===== src/nsv_pkg.sv =====
// ----------------------------------------------------------------------------
// nsv_pkg
// Shared types and constants of the numeric string validator: character
// codes, previous-character classes and the class flags of one character.
// ----------------------------------------------------------------------------
package nsv_pkg;

	// character codes
	localparam logic [7:0] CH_ZERO  = 8'h30;
	localparam logic [7:0] CH_NINE  = 8'h39;
	localparam logic [7:0] CH_DOT   = 8'h2E;
	localparam logic [7:0] CH_PLUS  = 8'h2B;
	localparam logic [7:0] CH_MINUS = 8'h2D;
	localparam logic [7:0] CH_EXP_U = 8'h45;
	localparam logic [7:0] CH_EXP_L = 8'h65;

	// class of the previous character
	localparam logic [1:0] CLS_START  = 2'd0;
	localparam logic [1:0] CLS_DIGIT  = 2'd1;
	localparam logic [1:0] CLS_EXP    = 2'd2;
	localparam logic [1:0] CLS_SGNDOT = 2'd3;

	// counter limits
	localparam logic [1:0] CNT_MAX      = 2'd3;
	localparam logic [1:0] EXP_LIMIT    = 2'd1;
	localparam logic [1:0] DOT_LIMIT    = 2'd1;
	localparam logic [1:0] SIGN_LIMIT   = 2'd2;

	// class flags of one character
	typedef struct packed {
		logic is_digit;
		logic is_exp;
		logic is_sign;
		logic is_dot;
	} char_class_t;

endpackage


===== src/numeric_string_validator.sv =====
// ----------------------------------------------------------------------------
// numeric_string_validator
// Checks a string, streamed one character per item, against loose number
// rules and returns one verdict per string.
//
// Input channel: in_valid / in_ready with character and last_char. Each
// accepted item is one byte of the string; last_char marks the final one.
// Output channel: out_valid / out_ready with is_number, one item per
// string, sent after its final character.
// An accepted item lands in an input register; when it moves on, its rules
// are applied and, for a final character, the verdict is loaded into the
// output register, where it is visible until out_ready takes it. One item
// is accepted every cycle unless a final character waits on a full output
// register.
// While the receiver stalls with a verdict held, non-final characters keep
// flowing; a final character waits in the input register until the output
// register frees, and in_ready drops behind it.
// Reset clears the rule state and both valid flags; the block is ready
// straight out of reset.
// ----------------------------------------------------------------------------
module numeric_string_validator
	import nsv_pkg::*;
(
	input  logic       clk,
	input  logic       arst_n,
	input  logic       in_valid,
	output logic       in_ready,
	input  logic [7:0] character,
	input  logic       last_char,
	output logic       out_valid,
	input  logic       out_ready,
	output logic       is_number
);

	logic        valid_s1;
	logic [7:0]  char_s1;
	logic        last_s1;
	logic        out_valid_q;
	logic        is_number_q;
	logic        adv_s1;
	logic        verdict;
	char_class_t cls;

	// stage one moves on unless a final character finds the output full and stalled
	assign adv_s1   = valid_s1 && (!last_s1 || !out_valid_q || out_ready);
	assign in_ready = !valid_s1 || adv_s1;

	// input register
	always_ff @(posedge clk or negedge arst_n) begin
		if (!arst_n) begin
			valid_s1 <= 1'b0;
		end else if (in_ready) begin
			valid_s1 <= in_valid;
		end
	end

	always_ff @(posedge clk) begin
		if (in_ready && in_valid) begin
			char_s1 <= character;
			last_s1 <= last_char;
		end
	end

	nsv_classify u_classify (
		.character (char_s1),
		.cls       (cls)
	);

	nsv_rules u_rules (
		.clk     (clk),
		.arst_n  (arst_n),
		.step    (adv_s1),
		.cls     (cls),
		.last    (last_s1),
		.verdict (verdict)
	);

	// result register
	always_ff @(posedge clk or negedge arst_n) begin
		if (!arst_n) begin
			out_valid_q <= 1'b0;
		end else if (adv_s1 && last_s1) begin
			out_valid_q <= 1'b1;
		end else if (out_ready) begin
			out_valid_q <= 1'b0;
		end
	end

	always_ff @(posedge clk) begin
		if (adv_s1 && last_s1) begin
			is_number_q <= verdict;
		end
	end

	assign out_valid = out_valid_q;
	assign is_number = is_number_q;

	// a final character always yields a verdict on the next cycle
	a_last_gives_result: assert property (@(posedge clk) disable iff (!arst_n)
		adv_s1 && last_s1 |=> out_valid_q)
		else $error("final character did not produce a result");

	// a held stage-one item keeps its byte
	a_s1_hold: assert property (@(posedge clk) disable iff (!arst_n)
		valid_s1 && !adv_s1 |=> valid_s1 && $stable(char_s1) && $stable(last_s1))
		else $error("stalled stage-one item changed");

	// a stalled final character only waits on a full, stalled output
	a_s1_stall_cause: assert property (@(posedge clk) disable iff (!arst_n)
		valid_s1 && !adv_s1 |-> last_s1 && out_valid_q && !out_ready)
		else $error("stage one stalled without cause");

endmodule


===== src/nsv_classify.sv =====
// ----------------------------------------------------------------------------
// nsv_classify
// Decodes one character byte into its class flags.
// ----------------------------------------------------------------------------
module nsv_classify
	import nsv_pkg::*;
(
	input  logic [7:0]  character,
	output char_class_t cls
);

	// range and equality compares on the byte
	always_comb begin
		cls.is_digit = (character >= CH_ZERO) && (character <= CH_NINE);
		cls.is_exp   = (character == CH_EXP_U) || (character == CH_EXP_L);
		cls.is_sign  = (character == CH_PLUS) || (character == CH_MINUS);
		cls.is_dot   = (character == CH_DOT);
	end

endmodule


===== src/nsv_rules.sv =====
// ----------------------------------------------------------------------------
// nsv_rules
// Per-string rule state: previous class, failure flag and saturating
// counters. Applies the rules for each stepped item and forms the verdict
// on the final character, then clears the state for the next string.
// ----------------------------------------------------------------------------
module nsv_rules
	import nsv_pkg::*;
(
	input  logic        clk,
	input  logic        arst_n,
	input  logic        step,
	input  char_class_t cls,
	input  logic        last,
	output logic        verdict
);

	logic [1:0] prev_class_q;
	logic       failed_q;
	logic [1:0] exp_cnt_q;
	logic [1:0] dot_cnt_q;
	logic [1:0] sign_cnt_q;

	logic       bad;
	logic       failed_d;
	logic [1:0] exp_cnt_d;
	logic [1:0] dot_cnt_d;
	logic [1:0] sign_cnt_d;
	logic [1:0] prev_class_d;

	// rule checks on the byte, against the previous class and for a final character
	always_comb begin
		bad = !(cls.is_digit || cls.is_exp || cls.is_sign || cls.is_dot);
		if ((prev_class_q == CLS_EXP) && !cls.is_digit && !cls.is_sign) begin
			bad = 1'b1;
		end
		if ((prev_class_q == CLS_SGNDOT) && !cls.is_digit) begin
			bad = 1'b1;
		end
		if (cls.is_exp && (prev_class_q != CLS_DIGIT)) begin
			bad = 1'b1;
		end
		if (last && (cls.is_exp || cls.is_sign || cls.is_dot)) begin
			bad = 1'b1;
		end
	end

	// next counters, saturating
	always_comb begin
		exp_cnt_d  = (cls.is_exp && exp_cnt_q != CNT_MAX) ? exp_cnt_q + 2'd1 : exp_cnt_q;
		dot_cnt_d  = (cls.is_dot && dot_cnt_q != CNT_MAX) ? dot_cnt_q + 2'd1 : dot_cnt_q;
		sign_cnt_d = (cls.is_sign && sign_cnt_q != CNT_MAX) ? sign_cnt_q + 2'd1
			: sign_cnt_q;
		failed_d   = failed_q || bad;
	end

	// class of this character for the next step
	always_comb begin
		priority if (cls.is_digit) begin
			prev_class_d = CLS_DIGIT;
		end else if (cls.is_exp) begin
			prev_class_d = CLS_EXP;
		end else if (cls.is_sign || cls.is_dot) begin
			prev_class_d = CLS_SGNDOT;
		end else begin
			prev_class_d = CLS_START;
		end
	end

	// verdict on the final character
	assign verdict = !failed_d && (exp_cnt_d <= EXP_LIMIT) && (dot_cnt_d <= DOT_LIMIT)
		&& (sign_cnt_d <= SIGN_LIMIT);

	// state registers, cleared after the final character
	always_ff @(posedge clk or negedge arst_n) begin
		if (!arst_n) begin
			prev_class_q <= CLS_START;
			failed_q     <= 1'b0;
			exp_cnt_q    <= 2'd0;
			dot_cnt_q    <= 2'd0;
			sign_cnt_q   <= 2'd0;
		end else if (step) begin
			if (last) begin
				prev_class_q <= CLS_START;
				failed_q     <= 1'b0;
				exp_cnt_q    <= 2'd0;
				dot_cnt_q    <= 2'd0;
				sign_cnt_q   <= 2'd0;
			end else begin
				prev_class_q <= prev_class_d;
				failed_q     <= failed_d;
				exp_cnt_q    <= exp_cnt_d;
				dot_cnt_q    <= dot_cnt_d;
				sign_cnt_q   <= sign_cnt_d;
			end
		end
	end

	// state is clean after a string ends
	a_clear_after_last: assert property (@(posedge clk) disable iff (!arst_n)
		step && last |=> (prev_class_q == CLS_START) && !failed_q
		&& (exp_cnt_q == 2'd0) && (dot_cnt_q == 2'd0) && (sign_cnt_q == 2'd0))
		else $error("rule state not cleared after final character");

	// a passing string always ends on a digit
	a_pass_ends_digit: assert property (@(posedge clk) disable iff (!arst_n)
		step && last && verdict |-> cls.is_digit)
		else $error("passing verdict on a non-digit final character");

endmodule

===== config.mk =====
export PLATFORM = sky130hd
export DESIGN_NAME = numeric_string_validator
export DESIGN_NICKNAME = d
export VERILOG_FILES = /design/src/nsv_pkg.sv /design/src/numeric_string_validator.sv /design/src/nsv_classify.sv /design/src/nsv_rules.sv
export SDC_FILE = /design/constraint.sdc
export NUM_CORES = 1
export LEC_CHECK = 0
export BUFFER_PORTS_ARGS = -buffer_cell sky130_fd_sc_hd__clkbuf_2
export CAP_MARGIN = 20
export CORE_ASPECT_RATIO = 0.75
export CORE_UTILIZATION = 55
export CTS_CLUSTER_DIAMETER = 80
export DETAILED_ROUTE_END_ITERATION = 12
export GPL_ROUTABILITY_DRIVEN = 0
export GPL_TIMING_DRIVEN = 0
export PLACE_DENSITY = 0.77
export SLEW_MARGIN = 20
export SYNTH_ARGS = -nofsm -noshare
export SYNTH_HDL_FRONTEND = slang
export SYNTH_SLANG_ARGS = --single-unit

===== constraint.sdc =====
create_clock -name clk -period 1.9 [get_ports clk]
set_input_delay 0.19 -clock clk [delete_from_list [all_inputs] [get_ports clk]]
set_output_delay 0.19 -clock clk [all_outputs]
set_load 0.02 [all_outputs]

Word-level counts from Yosys, hierarchy flattened:

Index checks and enable logic that the tools add are counted.

* bits in registers: 21
* input bits: 13
* output and inout port bits: 3
* word-level logic and storage cells: 81

* $add $sub $neg: 3
* order comparisons: 5
* equal/unequal tests: 11
* multiplexer cells: 17
* reduce and logical (&&, ||, !) cells: 35

Operator list (number)
* $eq 8x6->1 const B: 3
* $mux 2: 10
* $eq 8x7->1 const B: 2
* $logic_and 1x1->1: 15
* $logic_or 1x1->1: 12
* $ge 8x6->1 const B: 1
* $le 8x6->1 const B: 1
* $logic_not 1->1: 7
* $mux 1: 7
* $add 2x1->2 const B: 3
* $ne 2x2->1 const B: 3
* $eq 2x2->1 const B: 2
* $le 2x1->1 const B: 2
* $le 2x2->1 const B: 1
* $ne 2x1->1 const B: 1
* $reduce_bool 2->1: 1

Longest topological paths before layout:

* word-level depth: 15
* gate-level depth with buffers: 7
* mapped depth without buffers: 6

Modules after synthesis:

A second synthesis with hierarchy kept.

* cell total of the unflattened synthesis: 97
* area total of the unflattened synthesis: 1084.8 sq um

Modules (own cells, without submodules)
* nsv_rules: times used 1, cells an instance 66, area an instance 590.6 sq um, sequential area each 225.2 sq um
* numeric_string_validator: times used 1, cells an instance 20, area an instance 406.6 sq um, sequential area each 350.3 sq um
* nsv_classify: times used 1, cells an instance 11, area an instance 87.6 sq um, sequential area each 0.0 sq um

Least setup slack after synthesis:

OpenSTA, ideal clock, no wires.

* path type: register to register
* start point: register u_rules.dot_cnt_q[0]
* end point: register is_number_q (netlist: is_number) (data pin)
* setup time: 0.190 ns
* arrival time: 1.486 ns
* required time: 1.710 ns
* path slack: 0.224 ns
* stages on the path, launching flop included: 7
* buffers on the path: 0
* clock period less this slack: 1.676 ns
* cells stage by stage: dfrtp_1 > ha_1 > and4bb_1 > nand3_2 > mux2i_1 > o311ai_1 > a2111oi_2

* cells in the longest elaborated chain, start to end: 6
* elaborated cells between the ends (all ways): 7
* classes of those cells: add/sub: 1; order compare: 1; eq/ne: 1; mux: 1; reduce/logical: 3

Ends and longest elaborated chain
* from (decl): line nsv_rules.sv:21 `logic [1:0] dot_cnt_q;`
* from (signal assigned): line nsv_rules.sv:93 `dot_cnt_q <= dot_cnt_d;`
* branches (longest 2 deep; another with $add 2x1->2)
* $mux 2 (*): line nsv_rules.sv:51 `dot_cnt_d = (cls.is_dot && dot_cnt_q != CNT_MAX) ? dot_cnt_q + 2'd1 : dot_cnt_q;`
* $le 2x1->1 (*): line nsv_rules.sv:71 `assign verdict = !failed_d && (exp_cnt_d <= EXP_LIMIT) && (dot_cnt_d <= DOT_LIMIT)`
* $logic_and 1x1->1 (*): line nsv_rules.sv:71
* $logic_and 1x1->1 (*): line nsv_rules.sv:72 `&& (sign_cnt_d <= SIGN_LIMIT);`
* via u_rules.verdict: line nsv_rules.sv:15 `output logic verdict`
* to (signal assigned): line numeric_string_validator.sv:91 `is_number_q <= verdict;`
* to (decl): line numeric_string_validator.sv:39 `logic is_number_q;`

Mark *: on every way through the listed nets, which the timed path passes.
A chain may end at the register's enable or synchronous reset.

Worst setup path in the final report:

Ends and elaborated chain as after synthesis.

==> insert_results.sql <==
INSERT INTO impl_metrics (metric_group, metric, value, unit) VALUES
('timing', 'fin_crit_sh', '94.72', '%'),
('power', 'power', '0.9028', 'mW'),
('timing', 'pins_over_slew_limit', '0', ''),
('synthesis', 'synthesis.nets', '115', ''),
('clock_network', 'insertion_delay', '0.31', 'ns'),
('synthesis', 'syn-instance-count', '99', ''),
('floorplan', 'die_h', '40.82', 'µm'),
('timing', 'timing_worst_slew_pin_value', '0.4238', 'ns'),
('clock_network', 'tritoncts', 'done', ''),
('clock_network', 'cts_root_buffer', 'sky130_fd_sc_hd__clkbuf_4', ''),
('power', 'power.density', '701.2', 'nW/µm²'),
('worst_setup_path', 'critical_path.reg2reg.endpoint', 'is_number$_DFFE_PP_', ''),
('final_layout', 'antenna_cells_inserted', '0', ''),
('synthesis', 'yosys.area_share.xor_xnor', '2.378', '%'),
('synthesis', 'netlist_area_before_placement', '1105', 'µm²'),
('global_routing', 'overflow', '0', ''),
('clock_network', 'clk_pin_slew', '0.12', 'ns'),
('min_path', 'min_to', 'char_s1[7]$_DFFE_PP_', ''),
('synthesis', 'synth.lib_cells_used.distinct', '40', ''),
('synthesis', 'ys.flop_type', 'sky130_fd_sc_hd__dfrtp_1', ''),
('global_routing', 'grt_pass1_wl', '3.512', 'mm'),
('timing', 'final-hold-violation-count', '0', ''),
('synthesis', 'synth_async_sr_flop_share', '52.38', '%'),
('synthesis', 'combinational_family_with_the_most_area_after_synthesis', 'simple AND/OR/NAND/NOR gates', ''),
('timing', 'slew_headroom', '71.75', '%'),
('status', 'run_status', 'finished, final reports clean', ''),
('worst_setup_path', 'worstSetupEndpointType', 'register', ''),
('global_routing', 'use_met1', '31.09', '%'),
('global_routing', 'tot_gr_track_use', '24.48', '%'),
('min_path', 'hold_path_startpoint', 'character[7]', ''),
('job', 'timing.max_cap.violations', '0', ''),
('route', 'vias', '826', ''),
('route', 'postRouteWirelength', '2.150', 'mm'),
('clock_network', 'cts_max_level', '1', ''),
('power', 'ir_drop', '627.2', 'µV'),
('global_routing', 'use_met2', '38.89', '%'),
('worst_setup_path', 'cp.arrival', '1.92', 'ns'),
('route', 'drtIter0Drc', '12', ''),
('timing', 'setup-tns-final', '0', 'ns'),
('global_routing', 'grt.busiest_layer', 'met2', ''),
('final_layout', 'final_layout_size_suffix_gt1_share', '27.87', '%'),
('final_layout', 'areaGrowthSynthToFinish', '16.53', '%'),
('timing', 'setup_viol', '0', ''),
('clock_network', 'cts_made_buffers', '3', ''),
('synthesis', 'yosys.area.top_type_share', '27.18', '%'),
('route', 'first_pass_iters', '4', ''),
('synthesis', 'post_synth_and_or_nand_nor_area_fraction', '22.65', '%'),
('synthesis', 'multiplexer_share_of_the_synthesized_area', '0.9060', '%'),
('global_routing', 'antenna_violations_before_repair', '0', ''),
('worst_setup_path', 'worstPathRequired', '2.02', 'ns'),
('synthesis', 'synth-compound-area-share', '15.06', '%'),
('timing', 'rsz0062_at_grt', 'false', ''),
('worst_setup_path', 'startpoint_type', 'register', ''),
('floorplan', 'die_area', '2194', 'µm²'),
('floorplan', 'core_area', '1805', 'µm²'),
('power', 'leakagePower', '0.5376', 'nW'),
('synthesis', 'yosys.area_share.adder', '3.398', '%'),
('route', 'detail_route.drc_violations', '0', ''),
('timing', 'fmax', '555.7', 'MHz'),
('route', 'ant_nets', '0', ''),
('synthesis', 'avg_synthesized_cell_area', '11.16', 'µm²'),
('placed_design', 'placedCellCount', '136', ''),
('worst_setup_path', 'register_to_register_setup_slack', '0.10', 'ns'),
('placed_design', 'post-dp-hpwl', '1.621', 'mm'),
('synthesis', 'netlist_top_cells_area', 'sky130_fd_sc_hd__edfxtp_1 (27%), sky130_fd_sc_hd__dfrtp_1 (25%), sky130_fd_sc_hd__o21ai_0 (4.1%), sky130_fd_sc_hd__ha_1 (3.4%), sky130_fd_sc_hd__nand2_1 (3.4%)', ''),
('synthesis', 'synth_edf_count', '10', ''),
('clock_network', 'cts_max_path_buffers', '2', ''),
('synthesis', 'synth_seq_cells', '21', ''),
('min_path', 'timing.hold.worst.class', 'in2reg', ''),
('global_routing', 'first_global_vias', '794', ''),
('synthesis', 'synth_seq_area_share', '52.10', '%');
==> cells in the final DEF, fill, tap and decap left out, types with 2 or more instances in the layout <==
cell | synthesis | routed
sky130_fd_sc_hd__o21ai_0 | 9 | 9
sky130_fd_sc_hd__and2_1 | 2 | 2
sky130_fd_sc_hd__clkbuf_2 | 0 | 15
sky130_fd_sc_hd__a21oi_1 | 2 | 2
sky130_fd_sc_hd__xor2_1 | 2 | 2
sky130_fd_sc_hd__nand2_1 | 10 | 10
sky130_fd_sc_hd__nand4b_1 | 2 | 2
sky130_fd_sc_hd__a22o_1 | 2 | 2
sky130_fd_sc_hd__inv_1 | 4 | 4
sky130_fd_sc_hd__clkbuf_4 | 0 | 3
sky130_fd_sc_hd__edfxtp_1 | 10 | 10
sky130_fd_sc_hd__o21a_1 | 2 | 2
sky130_fd_sc_hd__buf_4 | 2 | 6
sky130_fd_sc_hd__ha_1 | 3 | 3
sky130_fd_sc_hd__o31ai_1 | 2 | 2
sky130_fd_sc_hd__nand2b_1 | 3 | 3
sky130_fd_sc_hd__dfrtp_1 | 11 | 11
sky130_fd_sc_hd__nor2_1 | 4 | 4
sky130_fd_sc_hd__o22ai_1 | 2 | 2
sky130_fd_sc_hd__nor3_1 | 2 | 2
sky130_fd_sc_hd__nand3_1 | 3 | 3
==> metrics by stage <==
stage               setup WS [ns]  instance area [µm²]  hold WS, ns
detailed placement        0.08285                 1207      0.08426
finish                     0.1003                 1287      0.04369
global route             0.003415                 1287      0.01887
global placement          0.08205                 1207      0.08344
floorplan                  0.2238                 1105      -0.1056
CTS                       0.05026                 1247      0.03771
==> critical path, stage by stage (launching register included) <==
cell and delay [ns]:
sky130_fd_sc_hd__dfrtp_1 0.42, sky130_fd_sc_hd__ha_1 0.20, sky130_fd_sc_hd__and4bb_1 0.31, sky130_fd_sc_hd__nand3_2 0.11
sky130_fd_sc_hd__mux2i_2 0.21, sky130_fd_sc_hd__o311ai_1 0.14, sky130_fd_sc_hd__a2111oi_2 0.22
==> report_power, final <==
part / total (mW) / internal (mW) / switching, mW
Sequential: 0.541 / 0.512 / 0.0290
Clock: 0.219 / 0.0805 / 0.138
Combinational: 0.143 / 0.0656 / 0.0770
Total: 0.903 / 0.658 / 0.244
==> synthesized netlist by cell type (2+ instances only) <==
| master | instances |
|---|---|
| sky130_fd_sc_hd__ha_1 | 3 |
| sky130_fd_sc_hd__o21a_1 | 2 |
| sky130_fd_sc_hd__o21ai_0 | 9 |
| sky130_fd_sc_hd__xor2_1 | 2 |
| sky130_fd_sc_hd__o22ai_1 | 2 |
| sky130_fd_sc_hd__o31ai_1 | 2 |
| sky130_fd_sc_hd__nand4b_1 | 2 |
| sky130_fd_sc_hd__and2_1 | 2 |
| sky130_fd_sc_hd__a22o_1 | 2 |
| sky130_fd_sc_hd__nor2_1 | 4 |
| sky130_fd_sc_hd__nand2b_1 | 3 |
| sky130_fd_sc_hd__inv_1 | 4 |
| sky130_fd_sc_hd__nand3_1 | 3 |
| sky130_fd_sc_hd__a21oi_1 | 2 |
| sky130_fd_sc_hd__dfrtp_1 | 11 |
| sky130_fd_sc_hd__edfxtp_1 | 10 |
| sky130_fd_sc_hd__nor3b_1 | 2 |
| sky130_fd_sc_hd__nand2_1 | 10 |
| sky130_fd_sc_hd__buf_4 | 2 |
| sky130_fd_sc_hd__nor3_1 | 2 |
==> routing by layer <==
| metal | vias up | share of wire (%) | wire (µm) |
|---|---|---|---|
| li1 | 417 | - | - |
| met1 | 386 | 48 | 1034 |
| met2 | 19 | 46 | 983 |
| met3 | 4 | 5.0 | 108 |
| met4 | 0 | 1.1 | 23 |
| met5 | - | 0 | 0 |
==> worst max-delay path by stage <==
stage	startpoint	endpoint	slack (ns)
final	u_rules.dot_cnt_q[0]$_DFFE_PN0P_	is_number$_DFFE_PP_	0.10
after global routing	char_s1[7]$_DFFE_PP_	is_number$_DFFE_PP_	0.003
after floorplan	u_rules.dot_cnt_q[0]$_DFFE_PN0P_	is_number$_DFFE_PP_	0.22
after CTS	u_rules.dot_cnt_q[0]$_DFFE_PN0P_	is_number$_DFFE_PP_	0.05
after detailed placement	u_rules.dot_cnt_q[0]$_DFFE_PN0P_	is_number$_DFFE_PP_	0.08
after global placement	u_rules.dot_cnt_q[0]$_DFFE_PN0P_	is_number$_DFFE_PP_	0.08
==> what timing repair did <==
action | in CTS | in global routing
setup buffers | 0 | 3
setup endpoints to repair | 0 | 1
endpoints found under the hold margin | 11 | 0
hold buffers | 1 | 0
resized for setup | 0 | 4
==> flip-flops by register name (all words and copies together), names as in the netlist <==
name,count
char_s1,8
is_number,1
last_s1,1
out_valid,1
u_rules.dot_cnt_q,2
u_rules.exp_cnt_q,2
u_rules.failed_q,1
u_rules.prev_class_q,2
u_rules.sign_cnt_q,2
valid_s1,1
==> logic make-up after synthesis <==
| kind of cell | Yosys count |
|---|---|
| mux | 1 |
| flops | 21 |
| compound gates | 25 |
| fa+ha+maj | 3 |
| xor+xnor | 3 |
| buf+inv | 8 |
| simple gates | 38 |
==> cell type report <==
class | count | area, µm² | share of cell area (%)
clock inverters | 1 | 7.507 | 0.5831
plain buffers | 4 | 26.28 | 2.041
inverters | 4 | 15.01 | 1.166
flip-flops and latches | 21 | 575.6 | 44.70
clock buffers | 3 | 22.52 | 1.749
multi-input cells | 70 | 505.5 | 39.26
well taps | 22 | 27.53 | 2.138
repair buffers | 19 | 107.6 | 8.358
No activity file was read; power rests on OpenSTA's default activity.
